--- src/gewb_pkg.sv ---
// Shared types, widths and codes for the grid edge weight builder.
package gewb_pkg;

	// Image and channel limits
	localparam int MAX_WIDTH    = 1024;
	localparam int MAX_HEIGHT   = 1024;
	localparam int CHANNEL_BITS = 16;

	// Fixed field widths of the ports
	localparam int IN_W     = 16;
	localparam int CFG_W    = 11;
	localparam int IDX_W    = 20;
	localparam int WEIGHT_W = 17;

	// Derived widths
	localparam int COL_W  = $clog2(MAX_WIDTH);
	localparam int ROW_W  = $clog2(MAX_HEIGHT);
	localparam int ROOT_W = CHANNEL_BITS + 1;
	localparam int SUM_W  = 2 * ROOT_W;
	localparam int REM_W  = ROOT_W + 3;
	localparam int CNT_W  = $clog2(ROOT_W);
	localparam int SQ_W   = 2 * CHANNEL_BITS;

	// Configuration register indexes
	localparam logic REG_WIDTH  = 1'b0;
	localparam logic REG_HEIGHT = 1'b1;

	typedef logic [2:0][CHANNEL_BITS-1:0] pixel_t;

	typedef enum logic [1:0] {
		EDGE_RIGHT     = 2'd0,
		EDGE_DOWN      = 2'd1,
		EDGE_DOWN_DIAG = 2'd2,
		EDGE_UP_DIAG   = 2'd3
	} edge_kind_t;

	// Datapath operations issued by the controller
	typedef enum logic [3:0] {
		OP_NONE,
		OP_CAPTURE,
		OP_READ_NEXT,
		OP_LATCH_UR,
		OP_DIFF,
		OP_SQUARE,
		OP_LOAD_ROOT,
		OP_ROOT_STEP,
		OP_EMIT,
		OP_FINISH
	} dp_op_t;

	typedef struct packed {
		dp_op_t     op;
		edge_kind_t kind;
		logic       last;
	} dp_cmd_t;

	typedef struct packed {
		logic [3:0] edge_mask;
		logic       out_free;
	} dp_status_t;

	typedef enum logic [3:0] {
		ST_IDLE,
		ST_READ_A,
		ST_READ_B,
		ST_DIFF,
		ST_SQUARE,
		ST_LOAD,
		ST_ROOT,
		ST_EMIT,
		ST_FINISH
	} ctl_state_t;

endpackage

--- src/gewb_ctrl.sv ---
// Controller: sequences reads, edge selection, distance and square root steps.
module gewb_ctrl (
	input  logic                clk,
	input  logic                arst_n,
	input  logic                in_valid,
	output logic                in_stall,
	input  gewb_pkg::dp_status_t status,
	output gewb_pkg::dp_cmd_t   cmd
);
	import gewb_pkg::*;

	ctl_state_t        state_q, state_nxt;
	logic [3:0]        pending_q;
	logic [CNT_W-1:0]  cnt_q;
	logic [3:0]        low_bit;
	logic [3:0]        remaining;
	edge_kind_t        cur_kind;

	// Lowest pending edge is the one in work
	assign low_bit   = pending_q & (~pending_q + 4'd1);
	assign remaining = pending_q & ~low_bit;

	always_comb begin
		if (pending_q[0]) begin
			cur_kind = EDGE_RIGHT;
		end else if (pending_q[1]) begin
			cur_kind = EDGE_DOWN;
		end else if (pending_q[2]) begin
			cur_kind = EDGE_DOWN_DIAG;
		end else begin
			cur_kind = EDGE_UP_DIAG;
		end
	end

	// Next state
	always_comb begin
		state_nxt = state_q;
		unique case (state_q)
			ST_IDLE: begin
				if (in_valid) state_nxt = ST_READ_A;
			end
			ST_READ_A: state_nxt = ST_READ_B;
			ST_READ_B: begin
				state_nxt = (status.edge_mask != 4'd0) ? ST_DIFF : ST_FINISH;
			end
			ST_DIFF:   state_nxt = ST_SQUARE;
			ST_SQUARE: state_nxt = ST_LOAD;
			ST_LOAD:   state_nxt = ST_ROOT;
			ST_ROOT: begin
				if (cnt_q == '0) state_nxt = ST_EMIT;
			end
			ST_EMIT: begin
				if (status.out_free) begin
					state_nxt = (remaining != 4'd0) ? ST_DIFF : ST_FINISH;
				end
			end
			ST_FINISH: state_nxt = ST_IDLE;
			default:   state_nxt = ST_IDLE;
		endcase
	end

	// Outputs
	always_comb begin
		in_stall  = 1'b1;
		cmd.op    = OP_NONE;
		cmd.kind  = cur_kind;
		cmd.last  = (remaining == 4'd0);
		unique case (state_q)
			ST_IDLE: begin
				in_stall = 1'b0;
				if (in_valid) cmd.op = OP_CAPTURE;
			end
			ST_READ_A: cmd.op = OP_READ_NEXT;
			ST_READ_B: cmd.op = OP_LATCH_UR;
			ST_DIFF:   cmd.op = OP_DIFF;
			ST_SQUARE: cmd.op = OP_SQUARE;
			ST_LOAD:   cmd.op = OP_LOAD_ROOT;
			ST_ROOT:   cmd.op = OP_ROOT_STEP;
			ST_EMIT: begin
				if (status.out_free) cmd.op = OP_EMIT;
			end
			ST_FINISH: cmd.op = OP_FINISH;
			default:   cmd.op = OP_NONE;
		endcase
	end

	// State, pending edges and root step count
	always_ff @(posedge clk or negedge arst_n) begin
		if (!arst_n) begin
			state_q   <= ST_IDLE;
			pending_q <= 4'd0;
			cnt_q     <= '0;
		end else begin
			state_q <= state_nxt;
			if (state_q == ST_READ_B) pending_q <= status.edge_mask;
			if (state_q == ST_EMIT && status.out_free) pending_q <= remaining;
			if (state_q == ST_LOAD) cnt_q <= CNT_W'(ROOT_W - 1);
			if (state_q == ST_ROOT) cnt_q <= cnt_q - 1'b1;
		end
	end

endmodule

--- config.mk ---
export PLATFORM = sky130hd
export DESIGN_NAME = gewb_ctrl
export DESIGN_NICKNAME = d
export VERILOG_FILES = /design/src/gewb_pkg.sv /design/src/gewb_ctrl.sv
export SDC_FILE = /design/constraint.sdc
export NUM_CORES = 1
export LEC_CHECK = 0
export BUFFER_PORTS_ARGS = -buffer_cell sky130_fd_sc_hd__buf_2
export CELL_PAD_IN_SITES_DETAIL_PLACEMENT = 1
export CELL_PAD_IN_SITES_GLOBAL_PLACEMENT = 1
export CORE_ASPECT_RATIO = 1.4
export CORE_MARGIN = 2
export CORE_UTILIZATION = 43
export DETAILED_ROUTE_END_ITERATION = 16
export GPL_ROUTABILITY_DRIVEN = 0
export HOLD_SLACK_MARGIN = 0.02
export PLACE_DENSITY = 0.78
export SLEW_MARGIN = 0
export SYNTH_ARGS = -nofsm -noshare
export SYNTH_HDL_FRONTEND = slang
export SYNTH_SLANG_ARGS = --single-unit
--- constraint.sdc ---
create_clock -name clk -period 4.3 [get_ports clk]
set_input_delay 0.43 -clock clk [delete_from_list [all_inputs] [get_ports clk]]
set_output_delay 0.43 -clock clk [all_outputs]
set_load 0.01 [all_outputs]
==> results by group, run 1 <==
Run status
  • Outcome: completed

Critical path
  • Crit path DAT: 1.88 ns
  • Max FO, Critical Path: 18
  • FF-to-FF path depth: 4
  • Kind of end point of the critical path: output pin
  • Worst EP required: 3.87 ns
  • Startpoint types: flip-flop
  • Reg-to-reg startpoint: state_q[1]$_DFFE_PN0P_
  • Worst Setup EP: cmd[6]
  • Crit Path Class: flip-flop to output pin
  • R2R Setup Slk: 2.38 ns
  • Worst r2r dst: pending_q[3]$_DFFE_PN0P_
  • Crit path launch: state_q[1]$_DFFE_PN0P_

STA
  • Final hold viol count: 0
  • Fin crit period: 2.31 ns
  • Post-route setup TNS: 0 ns
  • Max-slew violations: 0
  • Final Hold Slack: 0.0332 ns
  • Period utilization: 0.537
  • Achievable frequency: 433 MHz
  • Worst-margin pin slew: 0.715 ns
  • RSZ-0062 raised after global routing: false
  • Setup-failing EPs final: 0
  • Worst slew margin: 0.523
  • Fin Clk Skew: 0.00545 ns

Final layout
  • # fillers: 239
  • Final net count: 123
  • Synthesis-to-layout area growth: 10.3%
  • Most frequent cells in the layout: buf_2 (15), dfrtp_1 (13)
  • Share of cells above drive strength 1: 0.205
  • Antenna Cells: 0
  • Commonest non-fill, non-tap cell in the layout: buf_2
  • Cell Count, Final, Fillers Out: 133

Synth
  • Adder-Cell Fraction of Synth Area: 0.0283
  • Yosys cell types: 41
  • Main combinational cell family by area after synthesis: compound AO/OA/AOI/OAI gates
  • Multiplexer share of the synthesized area: 0.0127
  • Register area share after synthesis: 0.368
  • Synth Area in XOR/XNOR: 0.0198
  • Post-Synth Simple-Gate Area: 0.200
  • Compound-Gate Fraction of Synth Area: 0.300
  • Mapped Area: 883 um^2
  • Post-synth EDFFs: 0
  • Area fraction of the dominant cell type after synthesis: 0.368
  • Synth top area cells: dfrtp_1 (37%), a22o_1 (5.0%), o21ai_0 (4.0%)
  • Synth warn: 0
  • Cell taking the most area after synthesis: dfrtp_1
  • Post-Syn Instances: 100
  • Synthesized flop and latch total: 13
  • Post-Syn Area per Cell: 8.83 um^2
  • Syn Nets: 110
  • Fraction of registers with async set or reset after synthesis: 1.00
  • Top_reg_cell synth: dfrtp_1

Floorplan
  • Die area: 2440 um^2
  • Core Area: 1950 um^2
  • Chip Height: 57.6 um
  • Site Rows: 19
  • Ports: 16
  • Starting Density: 0.453
  • Chip width: 42.3 um

GRT
  • GRT Max-Usage Layer: met2
  • First-pass GRT wire length: 4.00 mm
  • Vias in the first global route: 846
  • Largest net degree at the start of global routing: 23
  • M3 GR Usage: 0.0280
  • Initial antenna violation count: 0
  • GRT Util Overall: 0.218
  • Grt total ovfl: 0
  • M1 GR Usage: 0.255
  • Grt met2 use: 0.389

Routing
  • Final wirelength: 2.26 mm
  • Initial DRT Pass Iterations: 3
  • Drc violations: 0
  • Wire length per cell: 17.0 um
  • Via/cell ratio: 6.11
  • Via count: 812
  • Iteration-0 DRC Markers: 7
  • Post-DRT Antenna Nets: 0

Power and ir drop
  • P_leak: 0.000437 uW
  • Total power: 849 uW
  • Peak supply drop: 0.424 mV
  • Pwr/cell area: 871 nW/um^2

Clock tree
  • Post-CTS setup buffers: 0
  • Worst-path clk slew: 0.08 ns
  • Clock Sinks: 13
  • Post-CTS Resized: 0
  • Clock Latency Late Sink: 0.28 ns
  • Total CTS buffers: 3
  • H-tree depth: 1
  • Root buffer cell: clkbuf_4
  • Hold_buf cts: 0
  • TritonCTS clock tree: built
  • CTS max path bufs: 2

Min path
  • HP Class: input pin to asynchronous set/reset pin

Run
  • Max-cap viol count: 0

Placement
  • HPWL after DPL: 1.76 mm
  • Cells after DPL: 129
  • Port bufs: 15
## flip-flops by register name, summed over array words and instances (netlist names)
name,cells
cnt_q,5
pending_q,4
state_q,4
## through the flow
stage	instance area (um^2)	setup WS, ns	utilization
final	975	1.99	0.500
after global routing	975	1.81	0.500
after CTS	975	1.98	0.500
after detailed placement	948	2.29	0.487
after global placement	948	2.36	0.487
after floorplan	883	2.73	-
## where the power goes
| group | total (uW) | internal [uW] | switching [uW] |
|---|---|---|---|
| Combinational | 470 | 224 | 247 |
| Sequential | 303 | 179 | 124 |
| Clock | 75.8 | 36.0 | 39.8 |
| Total | 849 | 439 | 410 |
## kinds of logic after synthesis
| kind of cell | count (synthesis) |
|---|---|
| compound gates | 37 |
| buf+inv | 14 |
| xor+xnor | 2 |
| flops | 13 |
| fa+ha+maj | 2 |
| simple gates | 31 |
| mux | 1 |
## cell type report
| cell class | instances | area [um^2] | share of cell area |
|---|---|---|---|
| well taps | 21 | 26.3 | 0.0270 |
| flip-flops and latches | 13 | 325 | 0.334 |
| multi-input cells | 73 | 495 | 0.508 |
| clock buffers | 4 | 26.3 | 0.0270 |
| inverters | 7 | 26.3 | 0.0270 |
| repair buffers | 15 | 75.1 | 0.0770 |
## worst min path at each step
stage                          endpoint   start  depth (start not counted)  slack [ns]
3_5_place_dp     state_q[2]$_DFFE_PN0P_  arst_n                          1        0.34
4_1_cts          state_q[2]$_DFFE_PN0P_  arst_n                          1        0.03
2_1_floorplan      cnt_q[0]$_DFFE_PN0P_  arst_n                          0        0.13
3_3_place_gp   pending_q[2]$_DFFE_PN0P_  arst_n                          1        0.34
6_report         state_q[2]$_DFFE_PN0P_  arst_n                          1        0.03
5_1_grt          state_q[2]$_DFFE_PN0P_  arst_n                          1        0.04
## routing by layer
layer / routed length, um / vias to the layer above / part of all wire
met5: 0 / - / 0
met1: 905 / 400 / 0.40
li1: - / 394 / -
met2: 1240 / 11 / 0.55
met4: 61 / 0 / 0.027
met3: 48 / 7 / 0.021
## critical path, cell delays in order, from the launching register on
cell     delay, ns
dfrtp_1       0.69
and3b_1       0.46
nand3_1       0.19
nand2_1       0.11
buf_2         0.14
## synthesized netlist by cell type (2+ instances only)
library cell,number
ha_1,2
dfrtp_1,13
a22o_1,5
o21ai_0,7
clkbuf_1,3
buf_4,2
nor2_1,7
a21o_1,2
a211o_1,2
buf_2,2
inv_1,7
nor4_1,2
nand2b_1,2
a31oi_1,3
nor3_1,5
a21oi_1,5
nand2_1,7
(Power assumes the default switching activity.)
==> inputs of run 2 (changes only) <==
--- a/config.mk
+++ b/config.mk
@@ -10,11 +10,11 @@
 export CELL_PAD_IN_SITES_GLOBAL_PLACEMENT = 1
 export CORE_ASPECT_RATIO = 1.4
 export CORE_MARGIN = 2
-export CORE_UTILIZATION = 43
+export CORE_UTILIZATION = 36
 export DETAILED_ROUTE_END_ITERATION = 16
 export GPL_ROUTABILITY_DRIVEN = 0
 export HOLD_SLACK_MARGIN = 0.02
-export PLACE_DENSITY = 0.78
+export PLACE_DENSITY = 0.7
 export SLEW_MARGIN = 0
 export SYNTH_ARGS = -nofsm -noshare
 export SYNTH_HDL_FRONTEND = slang
==> constraint.sdc (replaced) <==
create_clock -name clk -period 1.97 [get_ports clk]
set_input_delay 0.197 -clock clk [delete_from_list [all_inputs] [get_ports clk]]
set_output_delay 0.197 -clock clk [all_outputs]
set_load 0.01 [all_outputs]
==> run 2 against run 1 <==
Effect of this change:
- sequential cell count stayed put
- clock skew about the same
- count of clock-buffer cells in the layout is the same
- worst setup slack worse by 1.7 ns
- final cell count is 6.0% higher
- critical path depth grew 1
- register-to-register slack got worse by 2.0 ns
- sequential power grew 95%
==> results by group, run 2 (synthesis gave the netlist of run 1 again) <==
Run status
  • Outcome: completed

Final layout
  • Cell Count, Final, Fillers Out: 141
  • Largest regs: cnt_q: 5 flops, pending_q: 4 flops, state_q: 4 flops
  • Max FFs per register: 5
  • # fillers: 303
  • Commonest non-fill, non-tap cell in the layout: buf_2
  • Top reg by flops: cnt_q
  • Multi-input gate area: 495 um^2
  • Antenna Cells: 0
  • Final net count: 129
  • Seq. cell area: 325 um^2
  • Synthesis-to-layout area growth: 16.0%
  • Most frequent cells in the layout: buf_2 (15), dfrtp_1 (13)
  • Share of cells above drive strength 1: 0.237
  • Final Cell Area: 1020 um^2

Routing
  • Via count: 841
  • Iteration-0 DRC Markers: 19
  • Drc violations: 0
  • Initial DRT Pass Iterations: 4
  • Wire length per cell: 16.3 um
  • Via/cell ratio: 5.96
  • Final wirelength: 2.30 mm
  • Post-DRT Antenna Nets: 0

Floorplan
  • Starting Density: 0.374
  • Chip Height: 62.6 um
  • Core Area: 2360 um^2
  • Site Rows: 21
  • Die area: 2870 um^2
  • Ports: 16
  • Chip width: 45.9 um

Critical path
  • CP delay by family, top: flip-flops
  • Slowest-stage cell, CP: dfrtp_1
  • Startpoint types: flip-flop
  • Slowest cell delay on critical path: 0.50 ns
  • Crit Path Class: flip-flop to output pin
  • Crit path DAT: 1.53 ns
  • Max FO, Critical Path: 12
  • Kind of end point of the critical path: output pin
  • Worst EP required: 1.77 ns
  • Cell chain of the critical path: buf_4, nand2_1, xor2_1, nor2_1, buf_2
  • WP buf/inv: 2

STA
  • Final setup margin: 0.247 ns
  • RSZ-0062 raised after global routing: false
  • Final hold viol count: 0
  • Worst slew margin: 0.744
  • Max-slew violations: 0
  • Period utilization: 0.874
  • Achievable frequency: 580 MHz
  • Setup-failing EPs final: 0
  • Fin Clk Skew: 0.00564 ns
  • Post-route setup TNS: 0 ns
  • Worst-margin pin slew: 0.381 ns
  • Fin crit period: 1.72 ns

GRT
  • Largest net degree at the start of global routing: 15
  • Vias in the first global route: 870
  • Grt total ovfl: 0
  • First-pass GRT wire length: 4.05 mm
  • GRT Util Overall: 0.189
  • Initial antenna violation count: 0

Clock tree
  • TritonCTS clock tree: built
  • H-tree depth: 1
  • Root buffer cell: clkbuf_4
  • Post-CTS Resized: 0
  • Total CTS buffers: 3
  • CTS max path bufs: 2
  • Clock Latency Late Sink: 0.28 ns
  • Worst-path clk slew: 0.09 ns
  • Clock Sinks: 13

Placement
  • Dpl ws: 0.299 ns
  • HPWL after DPL: 1.72 mm
  • Port bufs: 15
  • Area of placed instances: 988 um^2
  • Cells after DPL: 136

Power and ir drop
  • P_leak: 0.000466 uW
  • Peak supply drop: 0.866 mV
  • Pwr/cell area: 1900 nW/um^2

Min path
  • HP Class: input pin to flip-flop

Run
  • Max-cap viol count: 0
run 2: cell types whose count changed in the layout (fill, tap and decap cells not counted), sizes merged:
| cell | before | now |
|---|---|---|
| buf | 15 | 20 |
| dlygate4sd3 | 0 | 1 |
run 2: per-layer routing:
metal,part of all wire,up-vias,track usage
met5,0,-,0
met4,0.0074,0,0.0643
met3,0.021,2,0.0347
met2,0.53,12,0.326
met1,0.44,419,0.222
li1,-,408,-
run 2: worst paths after layout:
check / slack (ns) / from / depth (start not counted) / end
max in group asynchronous: 1.40 / arst_n / 2 / cnt_q[0]$_DFFE_PN0P_
worst min register to register: 0.55 / pending_q[3]$_DFFE_PN0P_ / 1 / pending_q[3]$_DFFE_PN0P_
worst max register to register: 0.34 / cnt_q[0]$_DFFE_PN0P_ / 5 / state_q[1]$_DFFE_PN0P_
min in group asynchronous: 0.33 / arst_n / 2 / pending_q[0]$_DFFE_PN0P_
worst max-delay path: 0.25 / state_q[1]$_DFFE_PN0P_ / 5 / cmd[5]
worst min-delay path: 0.15 / status[4] / 2 / pending_q[3]$_DFFE_PN0P_
run 2: cell type report:
class | instances | share of cell area
Sequential cell | 13 | 0.317
Inverter | 7 | 0.0256
Multi-Input combinational cell | 73 | 0.484
Timing Repair Buffer | 21 | 0.120
Tap cell | 23 | 0.0281
Clock buffer | 4 | 0.0256
run 2: per-stage QoR:
| stage | power [uW] | util | hold slack (ns) |
|---|---|---|---|
| floorplan | 1430 | - | -0.0986 |
| global placement | 1750 | 0.418 | 0.109 |
| detailed placement | 1780 | 0.418 | 0.109 |
| CTS | 1970 | 0.433 | 0.153 |
| global route | 2150 | 0.433 | 0.139 |
| finish | 1940 | 0.433 | 0.153 |
run 2: worst register-to-register path, delay by kind of cell (launching register included):
kind	cells	cell delay (ns)
buffers and inverters	1	0.11
AOI/OAI and AO/OA	2	0.37
and+or+nand+nor	1	0.45
adders and majority gates	1	0.14
DFF	1	0.43
run 2: power by group:
part / leakage, uW / internal [uW] / switching (uW) / total (uW)
Sequential: 0.000160 / 393 / 198 / 591
Combinational: 0.000292 / 552 / 623 / 1180
Clock: 0.0000150 / 78.6 / 99.0 / 178
run 2: timing repair:
item / in CTS / in global routing
hold buffers: 1 / 0
setup buffers: 0 / 0
hold endpoints to repair: 13 / 0
==> inputs of run 3 (changes only) <==
--- a/config.mk
+++ b/config.mk
@@ -10,11 +10,12 @@
 export CELL_PAD_IN_SITES_GLOBAL_PLACEMENT = 1
 export CORE_ASPECT_RATIO = 1.4
 export CORE_MARGIN = 2
-export CORE_UTILIZATION = 36
+export CORE_UTILIZATION = 38
+export CTS_BUF_LIST = sky130_fd_sc_hd__clkbuf_4
 export DETAILED_ROUTE_END_ITERATION = 16
 export GPL_ROUTABILITY_DRIVEN = 0
 export HOLD_SLACK_MARGIN = 0.02
-export PLACE_DENSITY = 0.7
+export PLACE_DENSITY = 0.73
 export SLEW_MARGIN = 0
 export SYNTH_ARGS = -nofsm -noshare
 export SYNTH_HDL_FRONTEND = slang
==> run 3 against run 2 <==
Effect of this change:
- sequential cell count did not move
- clock power barely moved
- core utilization rose by 3.9 points
- clock skew fell by 0.0053 ns
- routed wire length fell by 0.57%
- global-route usage rose by 1.3 points
- maximum frequency fell by 1.1%
- count of clock-buffer cells in the layout did not move
- largest power group unchanged
- die area fell by 4.9%
- critical path type unchanged
- final cell count fell by 0.71%
==> results by group, run 3 (synthesis gave the netlist of run 1 again) <==
Clock tree
  • CTS max path bufs: 2
  • Clock Latency Late Sink: 0.27 ns
  • Worst-path clk slew: 0.08 ns
  • Clock Sinks: 13
  • Root buffer cell: clkbuf_4
  • TritonCTS clock tree: built
  • Total CTS buffers: 3
  • H-tree depth: 1

Power and ir drop
  • Pwr/cell area: 1910 nW/um^2
  • Peak supply drop: 0.786 mV
  • P_leak: 0.000468 uW

STA
  • Final setup margin: 0.229 ns
  • Achievable frequency: 574 MHz
  • Final hold viol count: 0
  • Fin crit period: 1.74 ns
  • Worst-margin pin slew: 0.431 ns
  • Worst slew margin: 0.713
  • Post-route setup TNS: 0 ns
  • RSZ-0062 raised after global routing: false
  • Max-slew violations: 0
  • Setup-failing EPs final: 0
  • Fin Clk Skew: 0.000320 ns
  • Period utilization: 0.884

Final layout
  • # fillers: 264
  • Synthesis-to-layout area growth: 16.4%
  • Share of cells above drive strength 1: 0.254
  • Largest regs: cnt_q: 5 flops, pending_q: 4 flops, state_q: 4 flops
  • Cell Count, Final, Fillers Out: 140
  • Final Util: 0.472
  • Max FFs per register: 5
  • Antenna Cells: 0
  • Commonest non-fill, non-tap cell in the layout: buf_2
  • Final net count: 129
  • Top reg by flops: cnt_q
  • Most frequent cells in the layout: buf_2 (15), dfrtp_1 (12)

Placement
  • Port bufs: 15
  • Dpl ws: 0.288 ns
  • Cells after DPL: 135
  • HPWL after DPL: 1.74 mm

GRT
  • First-pass GRT wire length: 4.00 mm
  • Vias in the first global route: 876
  • Largest net degree at the start of global routing: 15
  • Initial antenna violation count: 0
  • Grt total ovfl: 0
  • GRT Util Overall: 0.202

Floorplan
  • Core Area: 2180 um^2
  • Chip Height: 61.0 um
  • Starting Density: 0.406
  • Die area: 2730 um^2
  • Chip width: 44.8 um
  • Site Rows: 20
  • Ports: 16

Routing
  • Wire length per cell: 16.3 um
  • Iteration-0 DRC Markers: 15
  • Post-DRT Antenna Nets: 0
  • Via/cell ratio: 6.09
  • Final wirelength: 2.28 mm
  • Drc violations: 0
  • Initial DRT Pass Iterations: 4
  • Via count: 853

Min path
  • Worst hold path cell count: 2
  • HP Class: input pin to flip-flop

Run
  • Max-cap viol count: 0

Critical path
  • Kind of end point of the critical path: output pin
  • FF-to-FF path depth: 5
  • Worst EP required: 1.77 ns
  • Cell chain of the critical path: and3b_1, nand3_1, nand2_1, buf_2
  • Startpoint types: flip-flop
  • Slowest-stage cell, CP: dfrtp_1
  • Crit Path Class: flip-flop to output pin
  • Max FO, Critical Path: 13
  • Slowest cell delay on critical path: 0.54 ns
  • Crit path DAT: 1.54 ns

Run status
  • Outcome: completed
-- run 3: layer usage --
| layer | share of wire | up-vias | global-route usage |
|---|---|---|---|
| met2 | 0.54 | 12 | 0.344 |
| li1 | - | 405 | - |
| met5 | 0 | - | 0 |
| met1 | 0.42 | 432 | 0.244 |
| met4 | 0.014 | 0 | 0.108 |
| met3 | 0.025 | 4 | 0.0264 |
-- run 3: cell type report --
class / count / area [um^2] / share of cell area
well taps: 22 / 27.5 / 0.0268
flip-flops and latches: 13 / 327 / 0.318
repair buffers: 21 / 123 / 0.119
clock buffers: 4 / 30.0 / 0.0292
multi-input cells: 73 / 495 / 0.482
inverters: 7 / 26.3 / 0.0255
-- run 3: power by group --
part	switching [uW]	internal [uW]	total, uW
logic	604	553	1160
clock network	86.5	92.3	179
registers	230	395	625
total	920	1040	1960
-- run 3: final timing paths --
kind	slack, ns	start	end
max in group asynchronous	1.38	arst_n	state_q[0]$_DFFE_PN0P_
worst max-delay path	0.23	state_q[3]$_DFFE_PN0P_	cmd[6]
worst max register to register	0.29	cnt_q[0]$_DFFE_PN0P_	state_q[1]$_DFFE_PN0P_
min in group asynchronous	0.34	arst_n	pending_q[2]$_DFFE_PN0P_
worst min register to register	0.54	pending_q[3]$_DFFE_PN0P_	pending_q[3]$_DFFE_PN0P_
worst min-delay path	0.17	status[4]	pending_q[3]$_DFFE_PN0P_
-- run 3: repair_timing --
| action | 4_1_cts | 5_1_grt |
|---|---|---|
| hold endpoints to repair | 13 | 0 |
| gates resized for setup | 0 | 1 |
| hold buffers | 1 | 0 |
| endpoints found under the setup margin | 0 | 1 |
| setup buffers | 0 | 0 |
-- run 3: stage by stage --
| step | power [uW] | cell area (um^2) | hold WS [ns] |
|---|---|---|---|
| final | 1960 | 1030 | 0.167 |
| after global routing | 2170 | 1030 | 0.170 |
| after CTS | 1980 | 1030 | 0.155 |
| after detailed placement | 1790 | 987 | 0.112 |
| after global placement | 1760 | 987 | 0.105 |
| after floorplan | 1430 | 883 | -0.0986 |
-- run 3: critical path, delay by kind of cell (launching register included) --
| kind | cells | cell delay, ns |
|---|---|---|
| simple gates | 3 | 0.61 |
| buf+inv | 1 | 0.12 |
| flops | 1 | 0.54 |
